<file path="src/rtl/rfr_pkg.sv">
`default_nettype none
// ----------------------------------------------------------------------------
// rfr_pkg
// Shared types and constants of the radio fragment reassembler.
// ----------------------------------------------------------------------------
package rfr_pkg;

	localparam int MSG_BYTES     = 128;
	localparam int FRAG_BYTES    = 30;
	localparam int HDR_BYTES     = 2;
	localparam int CARRIED_BYTES = 32;
	localparam int READ_MAX      = 128;

	localparam int LANES     = 8;
	localparam int ROWS      = MSG_BYTES / LANES;
	localparam int ROW_W     = $clog2(ROWS);
	localparam int OFF_W     = $clog2(MSG_BYTES + 1);
	localparam int CHUNKS    = CARRIED_BYTES / LANES;
	localparam int CHUNK_W   = $clog2(CHUNKS);
	localparam int PLEN_W    = $clog2(CARRIED_BYTES + 1);
	localparam int PAYLOAD_W = CARRIED_BYTES * 8;

	// register indexes
	localparam logic REG_LOCAL_ADDR = 1'b0;
	localparam logic REG_PEER_ADDR  = 1'b1;

	// actions
	localparam logic ACT_PACKET = 1'b0;
	localparam logic ACT_READ   = 1'b1;

	// packet kinds
	localparam logic [1:0] KIND_CTRL  = 2'd0;
	localparam logic [1:0] KIND_FRAG  = 2'd1;
	localparam logic [1:0] KIND_END   = 2'd2;
	localparam logic [1:0] KIND_OTHER = 2'd3;

	// control opcodes
	localparam logic [1:0] OP_KA_REQ = 2'd0;
	localparam logic [1:0] OP_KA_RSP = 2'd1;

	// result status codes
	localparam logic [3:0] STS_TAKEN    = 4'd0;
	localparam logic [3:0] STS_COMPLETE = 4'd1;
	localparam logic [3:0] STS_BUSY     = 4'd2;
	localparam logic [3:0] STS_AHEAD    = 4'd3;
	localparam logic [3:0] STS_DUP      = 4'd4;
	localparam logic [3:0] STS_SHORT    = 4'd5;
	localparam logic [3:0] STS_CTRL     = 4'd6;
	localparam logic [3:0] STS_IGNORED  = 4'd7;
	localparam logic [3:0] STS_NODATA   = 4'd8;

	typedef enum logic [2:0] {
		ST_IDLE,
		ST_DECIDE,
		ST_WRITE,
		ST_READ,
		ST_DRAIN
	} state_t;

	// one write step into the store: eight payload bytes at most
	typedef struct packed {
		logic               en;
		logic [OFF_W-1:0]   offset;
		logic [CHUNK_W-1:0] chunk;
		logic [PLEN_W-1:0]  len;
	} wr_req_t;

endpackage

`default_nettype wire

</file>
<file path="src/rtl/rfr_ram.sv">
`default_nettype none
// ----------------------------------------------------------------------------
// rfr_ram
// Generic simple dual-port RAM, one write and one registered read port.
// ----------------------------------------------------------------------------
module rfr_ram #(
	parameter int WIDTH = 8,
	parameter int DEPTH = 16
) (
	input  wire logic                     clk,
	input  wire logic                     we,
	input  wire logic [$clog2(DEPTH)-1:0] waddr,
	input  wire logic [WIDTH-1:0]         wdata,
	input  wire logic                     re,
	input  wire logic [$clog2(DEPTH)-1:0] raddr,
	output logic      [WIDTH-1:0]         rdata
);

	logic [WIDTH-1:0] mem [DEPTH];

	always_ff @(posedge clk) begin
		if (we) begin
			mem[waddr] <= wdata;
		end
		if (re) begin
			rdata <= mem[raddr];
		end
	end

endmodule

`default_nettype wire

</file>
<file path="src/rtl/rfr_store.sv">
`default_nettype none
// ----------------------------------------------------------------------------
// rfr_store
// Message store as eight byte-lane RAMs; byte at offset o sits in lane o%8,
// row o/8. Writes spread up to eight payload bytes across the lanes per
// cycle; reads return one aligned 8-byte row.
// ----------------------------------------------------------------------------
module rfr_store (
	input  wire logic                            clk,
	input  wire rfr_pkg::wr_req_t                wr,
	input  wire logic [rfr_pkg::PAYLOAD_W-1:0]   payload,
	input  wire logic                            rd_en,
	input  wire logic [rfr_pkg::ROW_W-1:0]       rd_row,
	output logic      [rfr_pkg::LANES*8-1:0]     rd_data
);

	import rfr_pkg::*;

	localparam int LANE_W = $clog2(LANES);
	localparam int IDX_W  = CHUNK_W + LANE_W;

	for (genvar l = 0; l < LANES; l++) begin : g_lane
		logic [LANE_W-1:0] k;
		logic [IDX_W-1:0]  idx;
		logic [OFF_W-1:0]  off;
		logic              we;
		logic [7:0]        wbyte;

		// payload byte that lands in this lane during the current chunk
		assign k     = LANE_W'(l) - wr.offset[LANE_W-1:0];
		assign idx   = {wr.chunk, k};
		assign off   = wr.offset + OFF_W'(idx);
		assign we    = wr.en && (PLEN_W'(idx) < wr.len);
		assign wbyte = payload[{idx, 3'b000} +: 8];

		rfr_ram #(
			.WIDTH(8),
			.DEPTH(ROWS)
		) u_lane_ram (
			.clk  (clk),
			.we   (we),
			.waddr(off[LANE_W +: ROW_W]),
			.wdata(wbyte),
			.re   (rd_en),
			.raddr(rd_row),
			.rdata(rd_data[l*8 +: 8])
		);
	end

endmodule

`default_nettype wire

</file>
<file path="src/rtl/radio_fragment_reassembler_core.sv">
`default_nettype none
// ----------------------------------------------------------------------------
// radio_fragment_reassembler_core
// Receive path of a point-to-point radio link: reassembles numbered data
// fragments into a message store, answers keepalives, delivers messages.
// ----------------------------------------------------------------------------
// A request is taken when start is high and busy is low; every request gives
// one or more results, each shown for a single cycle with valid high and the
// final one marked by last. Results cannot be held off. Control, ignored,
// busy and rejected packets, and reads with nothing to deliver, get their
// result from the decide state; an accepted data packet is written to the
// store in chunks of up to eight byte lanes per cycle; a read returns r
// 8-byte words (up to 16), one store row per cycle. The next request can
// be taken in the cycle the last result shows.
// ----------------------------------------------------------------------------
module radio_fragment_reassembler_core (
	input  wire logic        clk,
	input  wire logic        arst_n,
	// configuration
	input  wire logic        cfg_we,
	input  wire logic        cfg_index,
	input  wire logic [63:0] cfg_data,
	// request
	input  wire logic        start,
	output logic             busy,
	input  wire logic        action,
	input  wire logic [1:0]  packet_kind,
	input  wire logic [7:0]  seq_number,
	input  wire logic [5:0]  packet_len,
	input  wire logic [63:0] payload_word0,
	input  wire logic [63:0] payload_word1,
	input  wire logic [63:0] payload_word2,
	input  wire logic [63:0] payload_word3,
	input  wire logic [1:0]  ctrl_opcode,
	input  wire logic [63:0] source_address,
	input  wire logic [63:0] dest_address,
	input  wire logic [7:0]  read_count,
	// results
	output logic             valid,
	output logic [3:0]       status,
	output logic [7:0]       message_len,
	output logic [63:0]      data_word,
	output logic [3:0]       byte_count,
	output logic             last,
	output logic             send_keepalive_rsp,
	output logic             peer_alive
);

	import rfr_pkg::*;

	state_t state_q, state_d;

	// configuration registers
	logic [63:0] local_addr_q, peer_addr_q;

	// latched request
	logic                 action_q;
	logic [1:0]           kind_q;
	logic [7:0]           seq_q;
	logic [5:0]           plen_q;
	logic [PAYLOAD_W-1:0] payload_q;
	logic [1:0]           op_q;
	logic [63:0]          src_q, dst_q;
	logic [7:0]           rcount_q;

	// reassembly state
	logic [OFF_W-1:0]  wo_q, wo_d;
	logic [7:0]        exp_q, exp_d;
	logic [OFF_W-1:0]  ready_q, ready_d;
	logic [PLEN_W-1:0] n_q, n_d;
	logic [CHUNK_W-1:0] chunk_q;
	logic [OFF_W-1:0]  rd_len_q, rd_len_d;
	logic [ROW_W-1:0]  rd_row_q;
	logic              rd_vld_s1;
	logic [ROW_W-1:0]  rd_row_s1;

	// decision terms
	logic [OFF_W-1:0]  eff_wo;
	logic [7:0]        eff_exp;
	logic [5:0]        hdr_len;
	logic [PLEN_W-1:0] pay_len, wr_len;
	logic [OFF_W:0]    end_sum;
	logic [7:0]        min_cnt;
	logic [OFF_W-1:0]  rlen;
	logic              data_pkt, seq_ok, short_frag, go_write, go_read;
	logic              last_chunk;
	logic [OFF_W-1:0]  new_wo;
	logic [ROW_W-1:0]  last_row;
	logic [3:0]        rd_bc;
	logic [63:0]       rd_data, rd_word;

	wr_req_t wr;

	// result terms
	logic        emit;
	logic [3:0]  o_status;
	logic [7:0]  o_mlen;
	logic [63:0] o_word;
	logic [3:0]  o_bc;
	logic        o_last, o_rsp, o_alive;

	logic        valid_q;
	logic [3:0]  status_q;
	logic [7:0]  mlen_q;
	logic [63:0] word_q;
	logic [3:0]  bc_q;
	logic        last_q, rsp_q, alive_q;

	assign busy = (state_q != ST_IDLE);

	// ---------------------------------------------------------------- decide
	always_comb begin
		eff_wo  = (seq_q == 8'd0) ? '0 : wo_q;
		eff_exp = (seq_q == 8'd0) ? 8'd0 : exp_q;
		hdr_len = (plen_q < 6'(HDR_BYTES)) ? 6'd0 : plen_q - 6'(HDR_BYTES);
		pay_len = (hdr_len > 6'(CARRIED_BYTES)) ? PLEN_W'(CARRIED_BYTES)
			: PLEN_W'(hdr_len);
		end_sum = {1'b0, eff_wo} + (OFF_W + 1)'(pay_len);
		if (eff_wo >= OFF_W'(MSG_BYTES)) begin
			wr_len = '0;
		end else if (end_sum > (OFF_W + 1)'(MSG_BYTES)) begin
			wr_len = PLEN_W'(OFF_W'(MSG_BYTES) - eff_wo);
		end else begin
			wr_len = pay_len;
		end
		data_pkt   = (action_q == ACT_PACKET) && (kind_q == KIND_FRAG || kind_q == KIND_END)
			&& (ready_q == '0);
		seq_ok     = (seq_q == eff_exp);
		short_frag = (kind_q == KIND_FRAG) && (pay_len < PLEN_W'(FRAG_BYTES));
		go_write   = data_pkt && seq_ok && !short_frag;

		min_cnt = (8'(ready_q) < rcount_q) ? 8'(ready_q) : rcount_q;
		rlen    = (min_cnt > 8'(READ_MAX)) ? OFF_W'(READ_MAX) : OFF_W'(min_cnt);
		go_read = (action_q == ACT_READ) && (ready_q != '0) && (rlen != '0);
	end

	assign last_chunk = (PLEN_W'({chunk_q, 3'b000}) + PLEN_W'(8)) >= n_q;
	assign new_wo     = wo_q + OFF_W'(n_q);

	assign wr.en     = (state_q == ST_WRITE);
	assign wr.offset = wo_q;
	assign wr.chunk  = chunk_q;
	assign wr.len    = n_q;

	// read side: last row index and valid bytes of the row coming back
	assign last_row = ROW_W'((rd_len_q - OFF_W'(1)) >> 3);
	assign rd_bc    = (rd_row_s1 == last_row) ? 4'(((rd_len_q - OFF_W'(1)) & OFF_W'(7)) + 1)
		: 4'd8;

	always_comb begin
		for (int b = 0; b < LANES; b++) begin
			rd_word[b*8 +: 8] = (4'(b) < rd_bc) ? rd_data[b*8 +: 8] : 8'd0;
		end
	end

	rfr_store u_store (
		.clk    (clk),
		.wr     (wr),
		.payload(payload_q),
		.rd_en  (state_q == ST_READ),
		.rd_row (rd_row_q),
		.rd_data(rd_data)
	);

	// ------------------------------------------------------------ next state
	always_comb begin
		state_d = state_q;
		unique case (state_q)
			ST_IDLE: begin
				if (start) begin
					state_d = ST_DECIDE;
				end
			end
			ST_DECIDE: begin
				priority if (go_write) begin
					state_d = ST_WRITE;
				end else if (go_read) begin
					state_d = ST_READ;
				end else begin
					state_d = ST_IDLE;
				end
			end
			ST_WRITE: begin
				if (last_chunk) begin
					state_d = ST_IDLE;
				end
			end
			ST_READ: begin
				if (rd_row_q == last_row) begin
					state_d = ST_DRAIN;
				end
			end
			ST_DRAIN: begin
				state_d = ST_IDLE;
			end
			default: begin
				state_d = ST_IDLE;
			end
		endcase
	end

	// --------------------------------------------------------------- outputs
	always_comb begin
		emit     = 1'b0;
		o_status = STS_TAKEN;
		o_mlen   = 8'd0;
		o_word   = 64'd0;
		o_bc     = 4'd0;
		o_last   = 1'b1;
		o_rsp    = 1'b0;
		o_alive  = 1'b0;
		wo_d     = wo_q;
		exp_d    = exp_q;
		ready_d  = ready_q;
		n_d      = n_q;
		rd_len_d = rd_len_q;
		unique case (state_q)
			ST_DECIDE: begin
				if (action_q == ACT_READ) begin
					if (ready_q == '0) begin
						emit     = 1'b1;
						o_status = STS_NODATA;
					end else begin
						ready_d  = '0;
						rd_len_d = rlen;
						if (rlen == '0) begin
							emit     = 1'b1;
							o_status = STS_COMPLETE;
						end
					end
				end else begin
					priority if (kind_q == KIND_CTRL) begin
						emit     = 1'b1;
						o_status = STS_CTRL;
						o_rsp    = (op_q == OP_KA_REQ) && (src_q == peer_addr_q)
							&& (dst_q == local_addr_q);
						o_alive  = (op_q == OP_KA_RSP);
					end else if (kind_q == KIND_OTHER) begin
						emit     = 1'b1;
						o_status = STS_IGNORED;
					end else if (ready_q != '0) begin
						emit     = 1'b1;
						o_status = STS_BUSY;
					end else begin
						// sequence zero restarts reassembly before the sequence and length checks
						wo_d    = eff_wo;
						exp_d   = eff_exp;
						n_d     = wr_len;
						o_alive = 1'b1;
						priority if (seq_q > eff_exp) begin
							emit     = 1'b1;
							o_status = STS_AHEAD;
						end else if (seq_q < eff_exp) begin
							emit     = 1'b1;
							o_status = STS_DUP;
						end else if (short_frag) begin
							emit     = 1'b1;
							o_status = STS_SHORT;
						end else begin
							emit = 1'b0;
						end
					end
				end
			end
			ST_WRITE: begin
				if (last_chunk) begin
					emit    = 1'b1;
					o_alive = 1'b1;
					if (kind_q == KIND_END) begin
						o_status = STS_COMPLETE;
						o_mlen   = 8'(new_wo);
						ready_d  = new_wo;
						wo_d     = '0;
						exp_d    = 8'd0;
					end else begin
						o_status = STS_TAKEN;
						wo_d     = new_wo;
						exp_d    = exp_q + 8'd1;
					end
				end
			end
			ST_IDLE, ST_READ, ST_DRAIN: begin
				if (rd_vld_s1) begin
					emit     = 1'b1;
					o_status = STS_COMPLETE;
					o_mlen   = 8'(rd_len_q);
					o_word   = rd_word;
					o_bc     = rd_bc;
					o_last   = (rd_row_s1 == last_row);
				end
			end
			default: begin
				emit = 1'b0;
			end
		endcase
	end

	// ------------------------------------------------------------- registers
	always_ff @(posedge clk or negedge arst_n) begin
		if (!arst_n) begin
			state_q      <= ST_IDLE;
			local_addr_q <= '0;
			peer_addr_q  <= '0;
			wo_q         <= '0;
			exp_q        <= '0;
			ready_q      <= '0;
			n_q          <= '0;
			chunk_q      <= '0;
			rd_len_q     <= '0;
			rd_row_q     <= '0;
			rd_vld_s1    <= 1'b0;
			rd_row_s1    <= '0;
			valid_q      <= 1'b0;
		end else begin
			state_q  <= state_d;
			wo_q     <= wo_d;
			exp_q    <= exp_d;
			ready_q  <= ready_d;
			n_q      <= n_d;
			rd_len_q <= rd_len_d;
			valid_q  <= emit;
			if (cfg_we) begin
				unique case (cfg_index)
					REG_LOCAL_ADDR: local_addr_q <= cfg_data;
					REG_PEER_ADDR:  peer_addr_q  <= cfg_data;
					default:        local_addr_q <= local_addr_q;
				endcase
			end
			chunk_q   <= (state_q == ST_WRITE) ? chunk_q + CHUNK_W'(1) : '0;
			rd_row_q  <= (state_q == ST_READ) ? rd_row_q + ROW_W'(1) : '0;
			rd_vld_s1 <= (state_q == ST_READ);
			rd_row_s1 <= rd_row_q;
		end
	end

	// request and result payload
	always_ff @(posedge clk) begin
		if (start && !busy) begin
			action_q  <= action;
			kind_q    <= packet_kind;
			seq_q     <= seq_number;
			plen_q    <= packet_len;
			payload_q <= {payload_word3, payload_word2, payload_word1, payload_word0};
			op_q      <= ctrl_opcode;
			src_q     <= source_address;
			dst_q     <= dest_address;
			rcount_q  <= read_count;
		end
		status_q <= o_status;
		mlen_q   <= o_mlen;
		word_q   <= o_word;
		bc_q     <= o_bc;
		last_q   <= o_last;
		rsp_q    <= o_rsp;
		alive_q  <= o_alive;
	end

	assign valid              = valid_q;
	assign status             = status_q;
	assign message_len        = mlen_q;
	assign data_word          = word_q;
	assign byte_count         = bc_q;
	assign last               = last_q;
	assign send_keepalive_rsp = rsp_q;
	assign peer_alive         = alive_q;

endmodule

`default_nettype wire
</file>
<file path="config.mk">
export PLATFORM = sky130hd
export DESIGN_NAME = radio_fragment_reassembler_core
export DESIGN_NICKNAME = d
export VERILOG_FILES = /design/src/rtl/rfr_pkg.sv /design/src/rtl/rfr_ram.sv /design/src/rtl/rfr_store.sv /design/src/rtl/radio_fragment_reassembler_core.sv
export SDC_FILE = /design/constraint.sdc
export NUM_CORES = 2
export LEC_CHECK = 0
export BUFFER_PORTS_ARGS = -buffer_cell sky130_fd_sc_hd__buf_2
export CAP_MARGIN = 10
export CORE_AREA = 2 2 410 412
export DETAILED_ROUTE_END_ITERATION = 8
export DIE_AREA = 0 0 412 414
export PLACE_DENSITY = 0.65
export SYNTH_ARGS = -nofsm -noshare
export SYNTH_HDL_FRONTEND = slang
export SYNTH_HIERARCHICAL = 1
export SYNTH_SLANG_ARGS = --single-unit
</file>
<file path="constraint.sdc">
create_clock -name clk -period 11.9 [get_ports clk]
set_clock_uncertainty 0.15 [all_clocks]
set_input_delay 0.595 -clock clk [delete_from_list [all_inputs] [get_ports clk]]
set_output_delay 0.595 -clock clk [all_outputs]
set_load 0.005 [all_outputs]
</file>
==> flow_summary_export.csv <==
group,metric,value,unit
status,status,"finished, final reports clean",
layout,register_area,51220,um2
routing,num_vias,52440,
job,cap_violations,0,
global_routing,antenna_found_initial,42,
yosys,synth_seq_area_share,0.6190,
sta,min_period_over_period,0.4817,
clock_tree,htreeDepth,4,
layout,fillers,12520,
routing,vias_per_cell,6.298,
routing,avgRoutedWirePerCell,29.99,um
setup_path,path_max_fanout,54,
setup_path,cp_data_required_time,12.19,ns
floorplan,start_util,0.4975,
global_routing,grt_pass1_wl,359300,um
yosys,synth_edf_count,1499,
placed_design,numPortBuffers,564,
yosys,synth_area_per_cell,16.93,um2
yosys,synth_area,82730,um2
sta,slew_headroom,0.1500,
yosys,synth_nets,5438,
routing,firstDrtPassIters,7,
floorplan,die_area,170600,um2
clock_tree,clkLatencyLatePin,0.84,ns
global_routing,grt_max_degree,134,
floorplan,io_pins,565,
placed_design,dp_hpwl,173100,um
layout,multiInputGateArea,29520,um2
layout,fin_nets,6504,
layout,area_delta_synth_final,18.82,%
yosys,synth_top_area_frac,0.5441,
yosys,ys.flop_type,"edfxtp_1",
yosys,synth_area_leaders,"edfxtp_1 (54%), mux4_2 (12%), dfrtp_1 (5.5%), mux4_1 (3.7%), mux2i_1 (3.2%)",
floorplan,fp.dieW,412,um
setup_path,crit_path_start_kind,"register",
clock_tree,cts.sink_count,1763,
yosys,ys_async_sr_fraction,0.1027,
clock_tree,cts-root-buf,"clkbuf_16",
yosys,ys_types,87,
clock_tree,cts_tree,"built",
sta,maxSlewViolCount,0,
sta,tns,0,ns
layout,drive_gt1_frac,0.2729,
clock_tree,cts_buffers,176,
sta,setup_violations,0,
setup_path,crit_arrival,6.02,ns
global_routing,grt_overflow,0,
sta,tightestPinTransition,1.270,ns
clock_tree,clockBufferDepth,3,
setup_path,path_class,"register to register",
global_routing,grt_pass1_vias,52060,
yosys,synth_seq_cells,1763,
sta,hold_viol_final,0,
yosys,synthTopCellsByCount,"edfxtp_1 (1,499), mux4_2 (440), mux2i_1 (267)",
power,finalPower,15.06,mW
clock_tree,path_clk_slew,0.06,ns
floorplan,fp-row-count,150,
power,powerDensity,153.2,nW/um2
placed_design,gp_congestion,0.9840,
global_routing,grtUsageTotal,0.2899,
sta,fmax,0.1744,GHz
routing,finalWirelength,249800,um
power,peakVddDrop,0.1544,mV
setup_path,cp-end-kind,"register",
power,leakage,34.09,nW
routing,drt-initial-drc-count,6168,
layout,final_area,98300,um2
sta,rsz0062_at_grt,"no",
min_path,hold_class,"input port to async pin",
sta,fin_crit,5.733,ns
floorplan,die_h,414,um
yosys,synth_cells,4885,
floorplan,core,166300,um2
yosys,synth_largest_area_cell,"edfxtp_1",
routing,ant_nets,0,
placed_design,dpl-instance-area,87570,um2
yosys,yosysWarnings,6,
routing,drcViolationCount,0,
yosys,yosysMostFrequentCell,"edfxtp_1",
[power by group]
| group | switching (mW) | total (mW) | internal (mW) |
|---|---|---|---|
| clock network | 2.39 | 5.57 | 3.18 |
| registers | 0.471 | 7.73 | 7.26 |
| logic | 0.981 | 1.77 | 0.785 |
| total | 3.84 | 15.1 | 11.2 |
[logic make-up after synthesis]
logic type                 count (synthesis)  synth area share
AOI/OAI and AO/OA                        735           0.06298
DFF                                     1763            0.6190
xor gates and xnor gates                 186           0.02019
muxes                                   1015            0.2150
adders and majority gates                 73           0.01140
and+or+nand+nor                          757           0.04451
buffers and inverters                    356           0.02694
[flip-flops by register name, indices dropped and copies added (netlist names), 8 cells and up]
| name | cells |
|---|---|
| wo_q | 8 |
| payload_q | 256 |
| seq_q | 8 |
| dst_q | 64 |
| src_q | 64 |
| peer_addr_q | 64 |
| ready_q | 8 |
| data_word | 64 |
| exp_q | 8 |
| u_store/g_lane.u_lane_ram/mem | 1024 |
| rd_len_q | 8 |
| rcount_q | 8 |
| u_store/g_lane.u_lane_ram/rdata | 64 |
| local_addr_q | 64 |
| message_len | 8 |
[what timing repair did]
| action | in CTS | in global routing |
|---|---|---|
| gates resized for setup | 0 | 0 |
| hold buffers | 477 | 0 |
| endpoints found under the hold margin | 609 | 0 |
| setup buffers | 0 | 0 |
[path summary, 6_finish.rpt]
check                                  from                                      to  slack [ns]  depth (start not counted)
min in group clk                rd_row_q[3]                            rd_row_s1[3]        0.27                          0
worst min-delay path                 arst_n                        local_addr_q[17]        0.19                          2
worst max register to register      wo_q[0]  u_store/g_lane[4].u_lane_ram/mem[4][6]        6.17                          9
max in group asynchronous            arst_n                                 wo_q[0]        9.30                          4
worst min register to register  rd_row_q[3]                            rd_row_s1[3]        0.27                          0
worst max-delay path                wo_q[0]  u_store/g_lane[4].u_lane_ram/mem[4][6]        6.17                          9
[worst max-delay path: stages (launching register included)]
cell,delay (ns)
dfrtp_4,0.72
inv_1,0.35
ha_4,1.02
xor2_1,0.27
a21oi_1,0.14
a21oi_1,0.30
a31oi_1,0.15
xnor2_1,0.92
nand3b_1,0.30
nor3_1,0.96
[metrics by stage]
stage          hold WS, ns  std cells  utilization  worst slack (ns)
3_3_place_gp        0.2577       7486       0.5264             6.097
4_1_cts             0.1552       8292       0.5903             5.959
2_1_floorplan       0.1494       4885            -            0.9514
3_5_place_dp        0.2593       7491       0.5266             6.004
6_report            0.1910       8327       0.5911             6.167
5_1_grt             0.2180       8322       0.5911             5.802
[cell usage in the layout, fill, tap and decap left out, types with 35 or more instances in the layout]
cell type      synthesis  layout
mux4_1               115     115
buf_4                 31     125
a22o_1                42      42
a211oi_1              83      75
nand2_1              213     212
clkbuf_16              0     180
dfxtp_1               83      83
xnor2_1               63      63
edfxtp_1            1499    1499
dlygate4sd3_1          0     477
nor2_1               214     212
dfrtp_1              181     176
mux4_2               440     440
and2_1                80      80
inv_1                 64      62
a22oi_1              169     169
o21ai_0               50      50
buf_2                112     564
clkbuf_1              47      39
o22ai_1               94      94
a21oi_1              111     103
xor2_1               120     120
nor3_1                48      46
mux2i_1              267     267
mux2_2               190     190
ha_1                  69      63
o221ai_1              35      35
[final cells by class]
cell class	instances	share of cell area
clock inverter	95	0.01048
tap	2204	0.02805
clock buffer	229	0.04871
multi-input combinational	2766	0.3003
sequential	1763	0.5211
timing repair buffer	1178	0.08819
antenna	26	0.0006619
inverter	66	0.002533
[routing by layer]
metal,wire (um),up-vias,track usage
met3,23670,481,0.06991
met5,82,-,0
met2,117900,2742,0.4557
li1,-,22190,-
met4,10650,12,0.1112
met1,97440,27020,0.3925
No activity file was read; power rests on OpenSTA's default activity.
